File: src/tsf_pkg.sv
// ----------------------------------------------------------------------------
// tsf_pkg: shared types and constants for the tilt sensor fusion block
// widths, register map, reset values, sequencer codes and saturation helper
// ----------------------------------------------------------------------------
`default_nettype none

package tsf_pkg;

  // field widths
  localparam int SMP_W    = 16;
  localparam int SUM_W    = 19;
  localparam int ANG_W    = 32;
  localparam int SCALE_W  = 32;
  localparam int GAIN_W   = 24;
  localparam int STEP_W   = 24;
  localparam int CFG_W    = 32;
  localparam int CFG_IDX_W = 3;

  // group of samples per result
  localparam int GROUP_LEN = 8;
  localparam int CNT_W     = $clog2(GROUP_LEN);

  // shared multiplier operand and product widths
  localparam int MUL_A_W = 34;
  localparam int MUL_B_W = 25;
  localparam int PROD_W  = MUL_A_W + MUL_B_W;

  // width of the values handed to the saturation helper
  localparam int SAT_W = 52;

  // divide by six: x * ceil(2^21 / 6) >> 21, exact for x below 2^19
  localparam int RECIP_SHIFT = 21;
  localparam logic [MUL_B_W-1:0] RECIP6 = 25'd349526;

  // register reset values
  localparam logic [SMP_W-1:0]   ACCEL_ZERO_RST  = 16'd30567;
  localparam logic [SMP_W-1:0]   GYRO_ZERO_RST   = 16'd29584;
  localparam logic [SCALE_W-1:0] ACCEL_SCALE_RST = 32'd98311;
  localparam logic [SCALE_W-1:0] GYRO_SCALE_RST  = 32'd352322;
  localparam logic [GAIN_W-1:0]  FUSION_GAIN_RST = 24'd65536;
  localparam logic [STEP_W-1:0]  TIME_STEP_RST   = 24'd83886;

  // saturation limits of a signed q16.16 word
  localparam logic signed [SAT_W-1:0] Q_MAX = {{(SAT_W-31){1'b0}}, {31{1'b1}}};
  localparam logic signed [SAT_W-1:0] Q_MIN = {{(SAT_W-31){1'b1}}, 31'd0};

  // register map
  typedef enum logic [CFG_IDX_W-1:0] {
    REG_ACCEL_ZERO  = 3'd0,
    REG_GYRO_ZERO   = 3'd1,
    REG_ACCEL_SCALE = 3'd2,
    REG_GYRO_SCALE  = 3'd3,
    REG_FUSION_GAIN = 3'd4,
    REG_TIME_STEP   = 3'd5
  } tsf_reg_t;

  // configuration register set
  typedef struct packed {
    logic [SMP_W-1:0]   accel_zero;
    logic [SMP_W-1:0]   gyro_zero;
    logic [SCALE_W-1:0] accel_scale;
    logic [SCALE_W-1:0] gyro_scale;
    logic [GAIN_W-1:0]  fusion_gain;
    logic [STEP_W-1:0]  time_step;
  } tsf_cfg_t;

  // controller states
  typedef enum logic [3:0] {
    ST_IDLE,
    ST_DIVA,
    ST_DIVG,
    ST_ACC,
    ST_GYR,
    ST_CORR,
    ST_INTG,
    ST_HI,
    ST_LO,
    ST_FUSE,
    ST_OUT
  } tsf_state_t;

  // multiplier step issued to the datapath
  typedef enum logic [3:0] {
    OP_NONE,
    OP_DIVA,
    OP_DIVG,
    OP_ACC,
    OP_GYR,
    OP_CORR,
    OP_INTG,
    OP_HI,
    OP_LO
  } tsf_op_t;

  // controller to datapath commands
  typedef struct packed {
    logic    take;
    logic    first;
    tsf_op_t op;
    logic    out_load;
  } tsf_cmd_t;

  // clamp to the signed 32-bit range
  function automatic logic [ANG_W-1:0] sat_q16(input logic signed [SAT_W-1:0] x);
    logic [ANG_W-1:0] r;
    if (x > Q_MAX) begin
      r = Q_MAX[ANG_W-1:0];
    end else if (x < Q_MIN) begin
      r = Q_MIN[ANG_W-1:0];
    end else begin
      r = x[ANG_W-1:0];
    end
    return r;
  endfunction

endpackage

`default_nettype wire

File: src/tsf_regs.sv
// ----------------------------------------------------------------------------
// tsf_regs: configuration registers
// write-only register file, out-of-range indexes are dropped
// ----------------------------------------------------------------------------
`default_nettype none

module tsf_regs
  import tsf_pkg::*;
(
  input  logic                 clk,
  input  logic                 rst_n,
  input  logic                 cfg_we,
  input  logic [CFG_IDX_W-1:0] cfg_index,
  input  logic [CFG_W-1:0]     cfg_wdata,
  output tsf_cfg_t             cfg
);

  tsf_cfg_t cfg_r;
  tsf_cfg_t cfg_nxt;

  // decode the write
  always_comb begin
    cfg_nxt = cfg_r;
    if (cfg_we) begin
      case (cfg_index)
        REG_ACCEL_ZERO:  cfg_nxt.accel_zero  = cfg_wdata[SMP_W-1:0];
        REG_GYRO_ZERO:   cfg_nxt.gyro_zero   = cfg_wdata[SMP_W-1:0];
        REG_ACCEL_SCALE: cfg_nxt.accel_scale = cfg_wdata[SCALE_W-1:0];
        REG_GYRO_SCALE:  cfg_nxt.gyro_scale  = cfg_wdata[SCALE_W-1:0];
        REG_FUSION_GAIN: cfg_nxt.fusion_gain = cfg_wdata[GAIN_W-1:0];
        REG_TIME_STEP:   cfg_nxt.time_step   = cfg_wdata[STEP_W-1:0];
        default:         cfg_nxt = cfg_r;
      endcase
    end
  end

  // register file
  always_ff @(posedge clk) begin
    if (!rst_n) begin
      cfg_r.accel_zero  <= ACCEL_ZERO_RST;
      cfg_r.gyro_zero   <= GYRO_ZERO_RST;
      cfg_r.accel_scale <= ACCEL_SCALE_RST;
      cfg_r.gyro_scale  <= GYRO_SCALE_RST;
      cfg_r.fusion_gain <= FUSION_GAIN_RST;
      cfg_r.time_step   <= TIME_STEP_RST;
    end else begin
      cfg_r <= cfg_nxt;
    end
  end

  assign cfg = cfg_r;

endmodule

`default_nettype wire

File: config.mk
export PLATFORM = sky130hd
export DESIGN_NAME = tsf_regs
export DESIGN_NICKNAME = d
export VERILOG_FILES = /design/src/tsf_pkg.sv /design/src/tsf_regs.sv
export SDC_FILE = /design/constraint.sdc
export NUM_CORES = 1
export LEC_CHECK = 0
export ABC_AREA = 1
export BUFFER_PORTS_ARGS = -buffer_cell sky130_fd_sc_hd__buf_2
export CAP_MARGIN = 0
export CORE_ASPECT_RATIO = 0.5
export CORE_MARGIN = 2
export CORE_UTILIZATION = 37
export DETAILED_ROUTE_END_ITERATION = 10
export SETUP_SLACK_MARGIN = 0.02
export SLEW_MARGIN = 20
export SYNTH_ARGS = -nofsm -noshare
export SYNTH_HDL_FRONTEND = slang
export SYNTH_SLANG_ARGS = --single-unit
export TNS_END_PERCENT = 30
File: constraint.sdc
create_clock -name clk -period 2.6 [get_ports clk]
set_clock_uncertainty 0.1 [all_clocks]
set_input_delay 0.13 -clock clk [delete_from_list [all_inputs] [get_ports clk]]
set_output_delay 0.13 -clock clk [all_outputs]
set_load 0.005 [all_outputs]
-- Word level (Yosys, flattened, before mapping)
Index checks and enable logic that the tools add are counted.
Widths: inputs -> output; s select.
- input port bits: 38
- logic and storage cells: 18
- output and inout port bits: 144
- flip-flop bits (word level): 144
- equality and inequality tests: 5
- reductions and logical operators: 7
- operator list (operator ; number):
    $reduce_and 2->1 ; 6
    $eq 3x2->1 const B ; 2
    $eq 3x3->1 const B ; 2
    $eq 3x1->1 const B ; 1
    $logic_not 3->1 ; 1

-- Depth between registers and ports, before layout
- word-level depth: 2
- gate-level depth with buffers: 7
- gate-level depth less buffers: 5

-- Worst setup path before layout
OpenSTA, ideal clock, no wires.
- kind: input port to flip-flop
- from: input rst_n
- to: register cfg_r, in the netlist cfg[10]
- data arrival time: 0.822 ns
- path slack: 1.548 ns
- path buffers: 3
- stages: 4
- setup time: 0.130 ns
- path through: buf_2 buf_2 buf_1 nand3_1
- RTL lines (element ; line ; source):
    start, declared ; tsf_regs.sv:11 ; input logic rst_n,
    end signal, assigned ; tsf_regs.sv:47 ; cfg_r <= cfg_nxt;
    end, declared ; tsf_regs.sv:18 ; tsf_cfg_t cfg_r;
No word-level cell between the ends.

-- Final worst setup path
- from: input cfg_index[2]
- to: register cfg_r, in the netlist cfg[8]
- cells in the longest elaborated chain, start to end: 2
- RTL lines (element ; line ; source):
    start, declared ; tsf_regs.sv:13 ; input logic [CFG_IDX_W-1:0] cfg_index,
    $eq 3x3->1 ; tsf_regs.sv:25 ; case (cfg_index)
    $reduce_and 2->1 (no line) ; n/a ;
Every way passes these cells.
A chain may end at the register's enable or synchronous reset.

==> out/qor.yml <==
timing:
  period_share_pct: 49.6
  layout_min_cycle_time_ns: 1.29
  final_max_slew_viol_count: 0
  clock.fmax_mhz: 775
  tightestPinTransition_ns: 0.663
  unrepaired_setup_endpoints_after_global_routing: "false"
  timing.final.setup_violations: 0
  timing_hold_violations_final: 0
  setup_tns_ns: 0
  slew_headroom_pct: 55.7
detailed_routing:
  post-route-drc-count: 0
  drt_first_pass_iters: 5
  initialDrtViolationCount: 394
  via_count_of_the_routed_design: 5627
  drt-vias-per-instance: 4.74
  detail_route.wirelength_um: 17700
  antenna_violating_nets_post_route: 0
  routed_wire_length_per_instance_um: 14.9
synthesis:
  number_of_warnings_issued_by_yosys: 0
  synth_simple_gate_area_share_pct: 41.5
  synth_area_leader_cell: "sky130_fd_sc_hd__dfxtp_1"
  syn-num-nets: 825
  postSynthRegisterBits: 144
  yosys.area.top_type_share_pct: 51.3
  synth.lib_cells_used.distinct: 15
  synth_enable_flop_cells: 0
  seq_area_frac_synth_pct: 51.3
  synth-compound-area-share_pct: 0.0890
  synth-async-reset-ratio_pct: 0
  synthesis.area_per_instance_sq_um: 7.14
  synth_top_family_by_area: "simple AND/OR/NAND/NOR gates"
  synthAdderAreaFrac_pct: 0
  mapped_cell_area_sq_mm: 0.00562
  post_synth_mux_area_share_pct: 0
  synth_area_leaders: "sky130_fd_sc_hd__dfxtp_1 (51%), sky130_fd_sc_hd__nor2_1 (14%), sky130_fd_sc_hd__nand3_1 (13%), sky130_fd_sc_hd__nand2_1 (13%), sky130_fd_sc_hd__inv_1 (2.1%)"
  syn_inst: 787
  top_reg_cell_synth: "sky130_fd_sc_hd__dfxtp_1"
  yosys.area_share.xor_xnor_pct: 0
power:
  p_sw_share_pct: 24.5
  share_comb_of_total_power_pct: 9.1
  p_leak_nw: 3.72
  irDropWorstVdd_mv: 0.492
  p_per_area_mw_per_mm2: 738
  clkPwrFrac_pct: 49.2
  sequentialPowerShare_pct: 41.7
  power_switching_w: 0.00137
  internal-power_w: 0.00420
  p_total_w: 0.00557
global_route:
  use_met2_pct: 35.1
  grt_pass1_wl_um: 27000
  antenna_found_initial: 0
  grtUsageMet3_pct: 5.19
  grt.busiest_layer: "met2"
  routing_usage_on_met1_pct: 28.3
  grtUsageTotal_pct: 21.8
  globalRouteOverflowTotal: 0
  first_global_vias: 5144
  grt_start_max_net_pins: 60
placed_design:
  postPlaceCellArea_sq_mm: 0.00662
  hpwl_um: 11900
  gpl.final_weighted_congestion: 0.779
  buffer_ports.inserted: 181
clock_tree:
  cts_inserted_buffers: 17
  tritoncts: "built"
  post-cts-setup-buffers: 0
  htree_levels: 4
  clkSinkCount: 144
  cts-root-to-sink-buffers: 2
  cts.reportedPaths.clkPinSlew_ns: 0.07
  clk-insertion-delay-late_ns: 0.42
  cts_root_buf: "sky130_fd_sc_hd__clkbuf_16"
outcome:
  status: "completed"
worst_hold_path:
  hold_path_class: "primary input to flip-flop"
setup_path:
  reg2reg_setup_slack_ns: 1.89
  critPathKind: "primary input to flip-flop"
  crit_path_start_kind: "primary input"
  critPathMaxFanout: 38
  required_arrival_time_at_the_worst_endpoint_ns: 2.80
  worstSetupEndpointType: "flip-flop"
  critPathArrivalTime_ns: 1.49
cells_and_area:
  post-route-cell-area_sq_mm: 0.00755
  max_reg_flops: 144
  syn2layout_area_growth_pct: 34.4
  finish.net_count: 1014
  layout-drive-gt1-share_pct: 24.2
  highest_count_cells_in_the_layout_ignoring_fill_and_taps: "sky130_fd_sc_hd__nor2_1 (208), sky130_fd_sc_hd__nand2_1 (192), sky130_fd_sc_hd__buf_2 (180)"
  layout_commonest_cell: "sky130_fd_sc_hd__nor2_1"
  num_antenna_cells: 0
floorplan:
  fp.dieArea_sq_mm: 0.0163
  die-width_um: 178
  floorplan.core_area_sq_mm: 0.0147
  number_of_top_level_pins: 182
  fp.dieH_um: 91.2
  placement_rows: 31
  floorplan.initialDensity_pct: 38.3
flow_run:
  timing.max_cap.violations: 0
-- layout make-up --
cell class              count  area (sq um)
clock buffers              18           429
clock inverters            14           229
fillers                  1485          7110
inverters                  37           139
multi-input cells         557          2340
flip-flops and latches    144          2880
well taps                 198           248
repair buffers            219          1290
-- routing by layer --
metal  share of wire [%]  vias to the layer above
met5                   0                        -
met4                 2.1                        0
met2                  46                      188
met1                  45                     2583
li1                    -                     2830
met3                 6.3                       26
-- per-stage QoR --
| step | hold slack (ns) | setup WS, ns | cells | util [%] |
|---|---|---|---|---|
| 2_1_floorplan | 0.143 | 1.55 | 787 | - |
| 3_3_place_gp | 0.247 | 0.904 | 1127 | 45.1 |
| 3_5_place_dp | 0.256 | 0.854 | 1127 | 45.1 |
| 4_1_cts | 0.00201 | 1.31 | 1187 | 51.5 |
| 5_1_grt | 0.0367 | 1.18 | 1187 | 51.5 |
| 6_report | 0.00409 | 1.31 | 1187 | 51.5 |
-- cells in the mapped netlist (5+ instances only) --
cell,count
sky130_fd_sc_hd__nor2_1,209
sky130_fd_sc_hd__nand2_1,192
sky130_fd_sc_hd__dfxtp_1,144
sky130_fd_sc_hd__nand3_1,144
sky130_fd_sc_hd__inv_1,32
sky130_fd_sc_hd__buf_2,19
sky130_fd_sc_hd__buf_4,13
sky130_fd_sc_hd__buf_1,11
sky130_fd_sc_hd__nor2_4,7
sky130_fd_sc_hd__clkbuf_1,5
sky130_fd_sc_hd__inv_2,5
-- power by group through the flow --
stage / Combinational, W / Sequential, W / Clock [W]
3_5_place_dp: 0.000475 / 0.00237 / 0
5_1_grt: 0.000565 / 0.00233 / 0.00289
3_3_place_gp: 0.000469 / 0.00237 / 0
4_1_cts: 0.000508 / 0.00233 / 0.00278
6_report: 0.000506 / 0.00233 / 0.00274
2_1_floorplan: 0.000269 / 0.00238 / 0
-- cells by family after synthesis --
group	Yosys count
flip-flops	144
AO/OA/AOI/OAI	1
buffers and inverters	86
AND/OR/NAND/NOR	556
-- worst paths after layout --
path / start / endpoint / depth (start not counted)
worst min register to register: cfg[1] / cfg[1] / 2
worst min-delay path: cfg_wdata[22] / cfg[22] / 5
worst max-delay path: cfg_index[2] / cfg[8] / 6
worst max register to register: cfg[56] / cfg[56] / 2
-- critical path, stage by stage --
cell and delay, ns:
sky130_fd_sc_hd__buf_2 0.13, sky130_fd_sc_hd__nand2_2 0.12, sky130_fd_sc_hd__inv_2 0.49, sky130_fd_sc_hd__nand2_1 0.39, sky130_fd_sc_hd__nand2_1 0.14, sky130_fd_sc_hd__nand3_1 0.07
-- what timing repair did --
item                                   4_1_cts  5_1_grt
hold buffers                                28        0
endpoints found under the hold margin       62        0
resized for setup                            0        0
Note: power is estimated with default switching activity, not from simulation.
