File: config.mk
export PLATFORM = sky130hd
export DESIGN_NAME = tsf_ctrl
export DESIGN_NICKNAME = d
export VERILOG_FILES = /design/src/tsf_pkg.sv /design/src/tsf_ctrl.sv
export SDC_FILE = /design/constraint.sdc
export NUM_CORES = 1
export LEC_CHECK = 0
export BUFFER_PORTS_ARGS = -buffer_cell sky130_fd_sc_hd__clkbuf_2
export CAP_MARGIN = 20
export CORE_AREA = 4 4 41 43
export DETAILED_ROUTE_END_ITERATION = 8
export DIE_AREA = 0 0 45 47
export PLACE_DENSITY = 0.69
export SYNTH_ARGS = -nofsm -noshare
export SYNTH_HDL_FRONTEND = slang
export SYNTH_SLANG_ARGS = --single-unit
export TNS_END_PERCENT = 100
File: constraint.sdc
create_clock -name clk -period 1.4 [get_ports clk]
set_input_delay 0.14 -clock clk [delete_from_list [all_inputs] [get_ports clk]]
set_output_delay 0.14 -clock clk [all_outputs]
set_load 0.01 [all_outputs]
File: src/tsf_pkg.sv
// ----------------------------------------------------------------------------
// tsf_pkg: shared types and constants for the tilt sensor fusion block
// widths, register map, reset values, sequencer codes and saturation helper
// ----------------------------------------------------------------------------
`default_nettype none

package tsf_pkg;

  // field widths
  localparam int SMP_W    = 16;
  localparam int SUM_W    = 19;
  localparam int ANG_W    = 32;
  localparam int SCALE_W  = 32;
  localparam int GAIN_W   = 24;
  localparam int STEP_W   = 24;
  localparam int CFG_W    = 32;
  localparam int CFG_IDX_W = 3;

  // group of samples per result
  localparam int GROUP_LEN = 8;
  localparam int CNT_W     = $clog2(GROUP_LEN);

  // shared multiplier operand and product widths
  localparam int MUL_A_W = 34;
  localparam int MUL_B_W = 25;
  localparam int PROD_W  = MUL_A_W + MUL_B_W;

  // width of the values handed to the saturation helper
  localparam int SAT_W = 52;

  // divide by six: x * ceil(2^21 / 6) >> 21, exact for x below 2^19
  localparam int RECIP_SHIFT = 21;
  localparam logic [MUL_B_W-1:0] RECIP6 = 25'd349526;

  // register reset values
  localparam logic [SMP_W-1:0]   ACCEL_ZERO_RST  = 16'd30567;
  localparam logic [SMP_W-1:0]   GYRO_ZERO_RST   = 16'd29584;
  localparam logic [SCALE_W-1:0] ACCEL_SCALE_RST = 32'd98311;
  localparam logic [SCALE_W-1:0] GYRO_SCALE_RST  = 32'd352322;
  localparam logic [GAIN_W-1:0]  FUSION_GAIN_RST = 24'd65536;
  localparam logic [STEP_W-1:0]  TIME_STEP_RST   = 24'd83886;

  // saturation limits of a signed q16.16 word
  localparam logic signed [SAT_W-1:0] Q_MAX = {{(SAT_W-31){1'b0}}, {31{1'b1}}};
  localparam logic signed [SAT_W-1:0] Q_MIN = {{(SAT_W-31){1'b1}}, 31'd0};

  // register map
  typedef enum logic [CFG_IDX_W-1:0] {
    REG_ACCEL_ZERO  = 3'd0,
    REG_GYRO_ZERO   = 3'd1,
    REG_ACCEL_SCALE = 3'd2,
    REG_GYRO_SCALE  = 3'd3,
    REG_FUSION_GAIN = 3'd4,
    REG_TIME_STEP   = 3'd5
  } tsf_reg_t;

  // configuration register set
  typedef struct packed {
    logic [SMP_W-1:0]   accel_zero;
    logic [SMP_W-1:0]   gyro_zero;
    logic [SCALE_W-1:0] accel_scale;
    logic [SCALE_W-1:0] gyro_scale;
    logic [GAIN_W-1:0]  fusion_gain;
    logic [STEP_W-1:0]  time_step;
  } tsf_cfg_t;

  // controller states
  typedef enum logic [3:0] {
    ST_IDLE,
    ST_DIVA,
    ST_DIVG,
    ST_ACC,
    ST_GYR,
    ST_CORR,
    ST_INTG,
    ST_HI,
    ST_LO,
    ST_FUSE,
    ST_OUT
  } tsf_state_t;

  // multiplier step issued to the datapath
  typedef enum logic [3:0] {
    OP_NONE,
    OP_DIVA,
    OP_DIVG,
    OP_ACC,
    OP_GYR,
    OP_CORR,
    OP_INTG,
    OP_HI,
    OP_LO
  } tsf_op_t;

  // controller to datapath commands
  typedef struct packed {
    logic    take;
    logic    first;
    tsf_op_t op;
    logic    out_load;
  } tsf_cmd_t;

  // clamp to the signed 32-bit range
  function automatic logic [ANG_W-1:0] sat_q16(input logic signed [SAT_W-1:0] x);
    logic [ANG_W-1:0] r;
    if (x > Q_MAX) begin
      r = Q_MAX[ANG_W-1:0];
    end else if (x < Q_MIN) begin
      r = Q_MIN[ANG_W-1:0];
    end else begin
      r = x[ANG_W-1:0];
    end
    return r;
  endfunction

endpackage

`default_nettype wire

File: src/tsf_ctrl.sv
// ----------------------------------------------------------------------------
// tsf_ctrl: sequencer for the tilt sensor fusion block
// counts pairs in a group, steps the shared multiplier, owns output valid
// ----------------------------------------------------------------------------
`default_nettype none

module tsf_ctrl
  import tsf_pkg::*;
(
  input  logic     clk,
  input  logic     rst_n,
  input  logic     in_valid,
  output logic     in_ready,
  output logic     out_valid,
  input  logic     out_ready,
  output tsf_cmd_t cmd
);

  tsf_state_t       state_r, state_nxt;
  logic [CNT_W-1:0] cnt_r, cnt_nxt;
  logic             out_valid_r, out_valid_nxt;

  // state, pair count and output valid
  always_ff @(posedge clk) begin
    if (!rst_n) begin
      state_r     <= ST_IDLE;
      cnt_r       <= '0;
      out_valid_r <= 1'b0;
    end else begin
      state_r     <= state_nxt;
      cnt_r       <= cnt_nxt;
      out_valid_r <= out_valid_nxt;
    end
  end

  // next state and commands
  always_comb begin
    state_nxt    = state_r;
    cnt_nxt      = cnt_r;
    cmd.take     = 1'b0;
    cmd.first    = 1'b0;
    cmd.op       = OP_NONE;
    cmd.out_load = 1'b0;
    in_ready     = 1'b0;
    case (state_r)
      ST_IDLE: begin
        in_ready = 1'b1;
        if (in_valid) begin
          cmd.take  = 1'b1;
          cmd.first = (cnt_r == '0);
          cnt_nxt   = cnt_r + 1'b1;
          if (cnt_r == CNT_W'(GROUP_LEN - 1)) begin
            state_nxt = ST_DIVA;
          end
        end
      end
      ST_DIVA: begin
        cmd.op    = OP_DIVA;
        state_nxt = ST_DIVG;
      end
      ST_DIVG: begin
        cmd.op    = OP_DIVG;
        state_nxt = ST_ACC;
      end
      ST_ACC: begin
        cmd.op    = OP_ACC;
        state_nxt = ST_GYR;
      end
      ST_GYR: begin
        cmd.op    = OP_GYR;
        state_nxt = ST_CORR;
      end
      ST_CORR: begin
        cmd.op    = OP_CORR;
        state_nxt = ST_INTG;
      end
      ST_INTG: begin
        cmd.op    = OP_INTG;
        state_nxt = ST_HI;
      end
      ST_HI: begin
        cmd.op    = OP_HI;
        state_nxt = ST_LO;
      end
      ST_LO: begin
        cmd.op    = OP_LO;
        state_nxt = ST_FUSE;
      end
      ST_FUSE: begin
        state_nxt = ST_OUT;
      end
      ST_OUT: begin
        // wait for the output register to free up
        if (!out_valid_r || out_ready) begin
          cmd.out_load = 1'b1;
          state_nxt    = ST_IDLE;
        end
      end
      default: begin
        state_nxt = ST_IDLE;
      end
    endcase
  end

  // output word handshake
  always_comb begin
    out_valid_nxt = out_valid_r;
    if (cmd.out_load) begin
      out_valid_nxt = 1'b1;
    end else if (out_ready) begin
      out_valid_nxt = 1'b0;
    end
  end

  assign out_valid = out_valid_r;

endmodule

`default_nettype wire

Yosys cells after proc, flatten, opt, wreduce, memory -nomap -nowiden
Cells that the tools add are included.
- flip-flop bits (word level): 8
- bits in latches: 0
- memory bits (writable): 0
- bits in read-only memories: 0
- input port bits: 4
- output and inout port bits: 9
- memories: 0
- $add $sub $neg: 1
- multiply operators: 0
- div/mod/pow operators: 0
- magnitude comparators: 0
- equal/unequal tests: 14
- shifts and indexed selects: 0
- mux-type cells: 12
- bitwise operators: 0
- reductions and logical operators: 7
- operator list (kind ; number):
    4-bit one-hot mux with 11 select lines ; 1
    4-bit one-hot mux with 8 select lines ; 1
    4-bit by 3-bit equality test with 1-bit output (second input constant) ; 4
    4-bit equality test (second input constant) ; 3
    4-bit two-way mux ; 3
    4-bit by 2-bit equality test with 1-bit output (second input constant) ; 2
    2-bit inequality test (second input constant) ; 3
    1-bit two-way mux ; 5
    4-bit by 1-bit equality test with 1-bit output (second input constant) ; 1
    4-bit logical NOT ; 1
    2-bit two-way mux ; 2
    3-bit by 1-bit adder with 3-bit output (second input constant) ; 1
    3-bit equality test (second input constant) ; 1
    3-bit logical NOT ; 1
    3-bit AND reduction ; 1
    2-bit AND reduction ; 1
    2-bit nonzero test ; 1
    1-bit logical NOT ; 1
    1-bit logical OR ; 1

Depth between registers and ports, before layout
Gate-level depths: netlist (run 1).
- depth in word-level cells: 5
- depth in mapped cells: 5
- gate-level depth less buffers: 5

Worst setup path before layout (run 1)
No wires, ideal clock.
- path type: register to output
- start: register state_r[3]
- end: output cmd[5] (netlist bit)
- data arrival time: 1.414 ns
- data required time: 1.260 ns
- slack: -0.154 ns
- cell stages (with the launch flop): 6
- buffers on the path: 1
- path through: dfxtp_1 buf_2 or4_4 clkinv_2 and2_4 and3b_1
- RTL lines (element ; RTL line ; text):
    start, declared ; tsf_ctrl.sv:19 ; tsf_state_t state_r, state_nxt;
    start signal, assigned ; tsf_ctrl.sv:30 ; state_r <= state_nxt;
    end, declared ; tsf_ctrl.sv:16 ; output tsf_cmd_t cmd

==> impl_results.md, run 1 <==
- Post-synthesis cell area: 479 µm²
- CP Capture Type: primary output
- Required @ worst endpoint: 1.26 ns
- Post-route design area: about 680 µm²
- Post-DRT Antenna Nets: 0
- First-pass GRT wire length: 1.64 mm
- Vias: 460
- Max IR drop VDD: ~0.42 mV
- Peak Freq: 581 MHz
- Root buf cell: clkbuf_4
- FP Rows: 13
- Setup Viol. Count Final: 4
- Die Span X: 45 µm
- Storage element area: 163 µm²
- Yosys cell types: 28
- Iteration-0 DRC Markers: 6
- Worst-path maximum fanout: 2
- Initial core utilization: 36.8%
- Yosys reg bits: 8
- I/O pin cnt: 13
- Largest net degree at the start of global routing: 11
- Failing checks: setup timing
- Worst r2r path cells: 5
- Worst Clk Skew: 0.00249 ns
- Endpoints failing hold: 0
- Register area share after synthesis: 33.4%
- Gp weighted congestion: 0.764
- Hold_buf cts: 0
- Slew Viols, Final: 0
- Commonest non-fill, non-tap cell in the layout: clkbuf_2
- Fin Hold WS: 0.188 ns
- Post-route minimum period: 1.72 ns
- Critical R2R Capture: cnt_r[0]
- Core area: 0.00130 mm²
- TritonCTS clock tree: done
- DP Area: 572 µm²
- Worst hold path depth: 3
- Initial antenna violation count: 0
- Deepest clock path buffer count: 2
- Int Pwr: 352 µW
- Setup TNS: -0.815 ns
- Setup ws final: -0.320 ns
- Die H: 47 µm
- Clock latency on the worst-skew pair: 0.25 ns
- Antenna cells: 0
- DR WL/cell: 11.7 µm
- Static leakage power: between 0.0003 and 0.0004 µW
- Sequential share of power: 51.9%
- Vias in the first global route: between 300 and 400
- H-tree depth: 1
- CTS Buf Count: 3
- Run status: finished with violations
- Syn_area_per_cell: 8.26 µm²
- Nets: 86
- Share of layout cells above drive strength 1: 42.9%
- Mapped Cells: 58
- CP arrival: about 1.6 ns
- Placed Cells: 85
- Drt pass-1 iters: 4
- Hold Path Class: input port to flop
- Non-Filler Instances: 92
- IO Port Bufs: 12
- Setup crit start kind: flop
- Drt via density: about 5
- Logic pwr share: between 8 and 9%
- Fill count: 116
- Detailed Place HPWL: approximately 720 µm
- Die area: 0.00212 mm²
- Worst hold endpoint: cnt_r[1]
- Multi-input gate area: 292 µm²
- R2R setup slack: 0.03 ns
- Mapped Nets: 65
- P_sw: 105 µW
- Final wirelength: 1.08 mm
- R2r startpoint: state_r[0]
- Total GRT Usage: 11.0%
- Most frequent cells in the layout: clkbuf_2, dfxtp_1, buf_6, buf_4, o21ai_0
- Final Power: 457 µW
- Final period utilization: 123%
- DRC Markers: 0
- Max cap viols: 0
- Critical path type: flop to primary output
- CTS Sinks: 8
- Switching fraction of total power: 23.0%
- Clock-pin slew on the worst setup and hold paths: 0.06 ns
- Global route overflow: 0
- Unrepaired setup endpoints after global routing: yes
- Layout area overhead: 41.5%
- Rel. slew slack: between 80 and 90%
- Clock power frac: 39.1%
- Synthesis Warnings: 0
- PwrDens: 673 mW/mm²
- Worst Max-Slew Pin Slew: ~0.27 ns
- Min-delay src: in_valid
final cells by class:
cell class / count / area share, %
timing repair buffer: 22 / 24.0
sequential: 8 / 24.0
clock buffer: 3 / 3.32
tap: 15 / 2.77
inverter: 4 / 2.95
multi-input combinational: 40 / 43.0
critical path: stages (launching register included):
cell and delay [ns]:
dfxtp_1 0.31, or4_4 0.56, clkinv_4 0.06, and2_4 0.12, and3b_1 0.15, buf_2 0.12
stage by stage:
step | util, % | setup WS [ns]
floorplan | - | -0.137
global placement | 43.9 | -0.0276
detailed placement | 43.9 | -0.0397
CTS | 46.9 | -0.330
global route | 52.1 | -0.379
finish | 52.1 | -0.320
power by group through the flow:
stage / Combinational [µW] / Clock [µW] / Sequential (µW)
3_3_place_gp: 38.1 / 0 / 242
4_1_cts: 39.4 / 191 / 237
5_1_grt: 48.2 / 200 / 238
6_report: 40.9 / 179 / 237
2_1_floorplan: 22.5 / 0 / 241
3_5_place_dp: 39.2 / 0 / 242
repair_timing:
action / in CTS / in global routing
pin swaps: 0 / 1
resized for setup: 2 / 16
endpoints found under the setup margin: 4 / 8
buffers inserted: 1 / 3
layer usage:
layer	global-route usage (%)	vias to the layer above	share of wire [%]
met5	0	-	0
met3	5.75	0	8.1
met2	18.4	14	50
met4	1.75	0	0
met1	12.9	207	42
li1	-	239	-
state kept, by name, summed over array words and instances (netlist names):
name,count
cnt_r,3
state_r,4
out_valid,1
worst max path at each step:
| stage | from | slack [ns] | endpoint | depth (start not counted) |
|---|---|---|---|---|
| floorplan | state_r[3] | -0.14 | cmd[5] | 5 |
| global placement | state_r[3] | -0.03 | cmd[5] | 5 |
| detailed placement | state_r[3] | -0.04 | cmd[5] | 5 |
| CTS | state_r[3] | -0.33 | cmd[5] | 5 |
| global route | state_r[0] | -0.38 | cmd[5] | 5 |
| finish | state_r[0] | -0.32 | cmd[5] | 5 |
Yosys cell counts:
master / n / area (µm²)
xor2_1: 1 / 8.76
nand2_1: 4 / 15.0
o21a_1: 1 / 7.51
nor2_1: 2 / 7.51
and2_4: 1 / 8.76
nand2b_1: 1 / 6.26
and2_1: 1 / 6.26
inv_1: 3 / 11.3
ha_1: 3 / 37.5
a22oi_1: 1 / 7.51
dfxtp_1: 8 / 160
a21oi_1: 1 / 5.00
nor4_1: 1 / 6.26
nor4bb_1: 1 / 10.0
buf_2: 1 / 5.00
and3b_1: 1 / 8.76
buf_6: 1 / 11.3
clkinv_2: 1 / 5.00
nor3b_1: 3 / 22.5
nand4_1: 3 / 18.8
nor3_1: 1 / 5.00
o221ai_1: 1 / 8.76
nor2b_1: 5 / 31.3
o21ai_0: 6 / 30.0
nand3_1: 1 / 5.00
clkbuf_1: 3 / 11.3
or4_4: 1 / 11.3
buf_4: 1 / 7.51
kinds of logic (layout without fill, tap and decap cells):
group | count (synthesis) | after routing | synth area share, %
buffers and inverters | 10 | 29 | 10.7
AOI/OAI and AO/OA | 10 | 10 | 12.3
and+or+nand+nor | 26 | 26 | 33.9
DFF | 8 | 8 | 33.4
adders and majority gates | 3 | 3 | 7.83
xor gates and xnor gates | 1 | 1 | 1.83
Power figures use the tool's default switching activity.
==> run 2: changes to the inputs <==
CELL_PAD_IN_SITES_DETAIL_PLACEMENT = 2   (was default)
CELL_PAD_IN_SITES_GLOBAL_PLACEMENT = 2   (was default)
CORE_AREA = default   (was 4 4 41 43)
CORE_MARGIN = 4   (was default)
CORE_UTILIZATION = 24   (was default)
DIE_AREA = default   (was 0 0 45 47)
PLACE_DENSITY = 0.76   (was 0.69)
SKIP_LAST_GASP = 1   (was default)
==> run 2 against run 1 <==
Net effect: clock power is 4% lower; maximum frequency barely moved; largest power group unchanged; critical path depth is the same; the flow still finishes with violations (setup timing); flip-flop and latch count unchanged.
==> impl_results.md, run 2 (synthesized netlist as in run 1, its figures left out) <==
- Run status: finished with violations (unchanged)
- Failing checks: setup timing (unchanged)
- DRC Markers: 0 (unchanged)
- CP arrival: 1.58 ns (about the same)
- Static leakage power: 0.000306 µW (was 0.000303 µW)
- Nets: 87 (was 86)
- Post-DRT Antenna Nets: 0 (unchanged)
- Required @ worst endpoint: 1.26 ns (about the same)
- Max IR drop VDD: 0.291 mV (was 0.422 mV)
- Gp weighted congestion: 0.698 (was 0.764)
- Reg with most FFs: state_r (unchanged)
- Root buf cell: clkbuf_4 (unchanged)
- Drt pass-1 iters: 4 (unchanged)
- Clock-pin slew on the worst setup and hold paths: 0.05 ns (was 0.06 ns)
- Pre-CTS WS: -0.0604 ns (was -0.0397 ns)
- Storage element area: 164 µm² (was 163 µm²)
- Global route overflow: 0 (unchanged)
- Setup crit start kind: flop (unchanged)
- Critical path type: flop to primary output (unchanged)
- Deepest clock path buffer count: 2 (unchanged)
- Worst Max-Slew Pin Slew: 0.323 ns (was 0.267 ns)
- I/O pin cnt: 13 (unchanged)
- Core area: 0.00180 mm² (was 0.00130 mm²)
- Final wirelength: 1.41 mm (was 1.08 mm)
- Layout area overhead: 48.6% (was 41.5%)
- IO Port Bufs: 12 (unchanged)
- Final Util: 39.5% (was 52.1%)
- Slew Viols, Final: 0 (unchanged)
- PwrDens: 637 mW/mm² (was 673 mW/mm²)
- Iteration-0 DRC Markers: 3 (was 6)
- Worst Clk Skew: 0.00378 ns (was 0.00249 ns)
- Die area: 0.00278 mm² (was 0.00212 mm²)
- Final Power: 453 µW (was 457 µW)
- Setup Viol. Count Final: 6 (was 4)
- Unrepaired setup endpoints after global routing: yes (unchanged)
- Post-route minimum period: 1.72 ns (about the same)
- Total GRT Usage: 11.5% (was 11.0%)
- Max FFs per register: 4 (unchanged)
- Drt via density: 4.74 (was 5.00)
- Endpoints failing hold: 0 (unchanged)
- TritonCTS clock tree: done (unchanged)
- First-pass GRT wire length: 2.28 mm (was 1.64 mm)
- Post-route design area: 712 µm² (was 678 µm²)
- Max cap viols: 0 (unchanged)
- Worst-path cell chain: or4_4 -> clkinv_4 -> and2_4 -> and3b_1 -> clkbuf_2 (was or4_4 -> clkinv_4 -> and2_4 -> and3b_1 -> buf_2)
- Fill count: 218 (was 116)
- DR WL/cell: 13.7 µm (was 11.7 µm)
- Antenna cells: 0 (unchanged)
- Rel. slew slack: 78.4% (was 82.0%)
- CP Capture Type: primary output (unchanged)
- Setup ws final: -0.321 ns (was -0.320 ns)
- CTS Sinks: 8 (unchanged)
- H-tree depth: 1 (unchanged)
- Crit-path max cell delay: 0.55 ns (was 0.56 ns)
- Initial core utilization: 26.6% (was 36.8%)
- DP Area: 584 µm² (was 572 µm²)
- Die Span X: 52.7 µm (was 45 µm)
- Die H: 52.7 µm (was 47 µm)
- Vias: 488 (was 460)
- Most frequent cells in the layout: clkbuf_2, buf_6, buf_4 (was clkbuf_2, dfxtp_1, buf_6, buf_4, o21ai_0)
- Worst-path maximum fanout: 3 (was 2)
- Initial antenna violation count: 0 (unchanged)
- Share of layout cells above drive strength 1: 44.9% (was 42.9%)
- FP Rows: 15 (was 13)
- Final period utilization: 123% (about the same)
- Hold Path Class: input port to flop (unchanged)
- Clock latency on the worst-skew pair: 0.25 ns (about the same)
- Largest net degree at the start of global routing: 11 (unchanged)
- Multi-input gate area: 294 µm² (was 292 µm²)
- CTS Buf Count: 3 (unchanged)
- Vias in the first global route: 518 (was 381)
- Crit path max-delay cell type: or4_4 (unchanged)
- Peak Freq: 581 MHz (about the same)
run 2: changes by cell type in the layout (fill, tap and decap cells not counted), sizes merged:
| cell | delta |
|---|---|
| buf | +1 |
run 2: layer usage:
metal / global-route usage, % / routed length (µm) / share of wire (%)
met1: 11.4 / 590 / 42
met2: 20.9 / 718 / 51
met3: 2.56 / 95 / 6.7
met4: 7.66 / 9 / 0.64
met5: 0 / 0 / 0
run 2: path summary, 6_finish.rpt:
path         startpoint  endpoint  slack, ns  cells after the start
max          state_r[1]    cmd[5]      -0.32                      5
min            in_valid  cnt_r[1]       0.20                      3
max reg2reg  state_r[1]  cnt_r[0]      -0.04                      7
min reg2reg    cnt_r[1]  cnt_r[1]       0.47                      2
run 2: critical path, delay by kind of cell (launching register included):
kind	cells	cell delay (ns)
AND/OR/NAND/NOR	3	0.83
flip-flops	1	0.31
buffers and inverters	2	0.18
run 2: where the power goes:
group	internal, µW	switching, µW	total (µW)
Sequential	233	4.28	238
Clock	97.8	73.6	171
Combinational	21.1	23.1	44.2
run 2: through the flow:
stage	TNS [ns]	hold WS [ns]	std cells
after floorplan	-0.137	0.294	58
after global placement	-0.0326	0.460	95
after detailed placement	-0.0812	0.477	95
after CTS	-0.903	0.216	101
after global routing	-1.38	0.224	103
final	-0.839	0.204	103
run 2: repair_timing:
item,in CTS,in global routing
gates resized for setup,7,19
hold buffers,0,0
pin swaps,1,2
buffers inserted,3,5
setup endpoints to repair,4,10
run 2: layout make-up:
| class | instances | area share [%] |
|---|---|---|
| clock buffers | 3 | 3.16 |
| repair buffers | 23 | 25.3 |
| multi-input cells | 40 | 41.3 |
| flip-flops and latches | 8 | 23.0 |
| well taps | 25 | 4.39 |
| inverters | 4 | 2.81 |
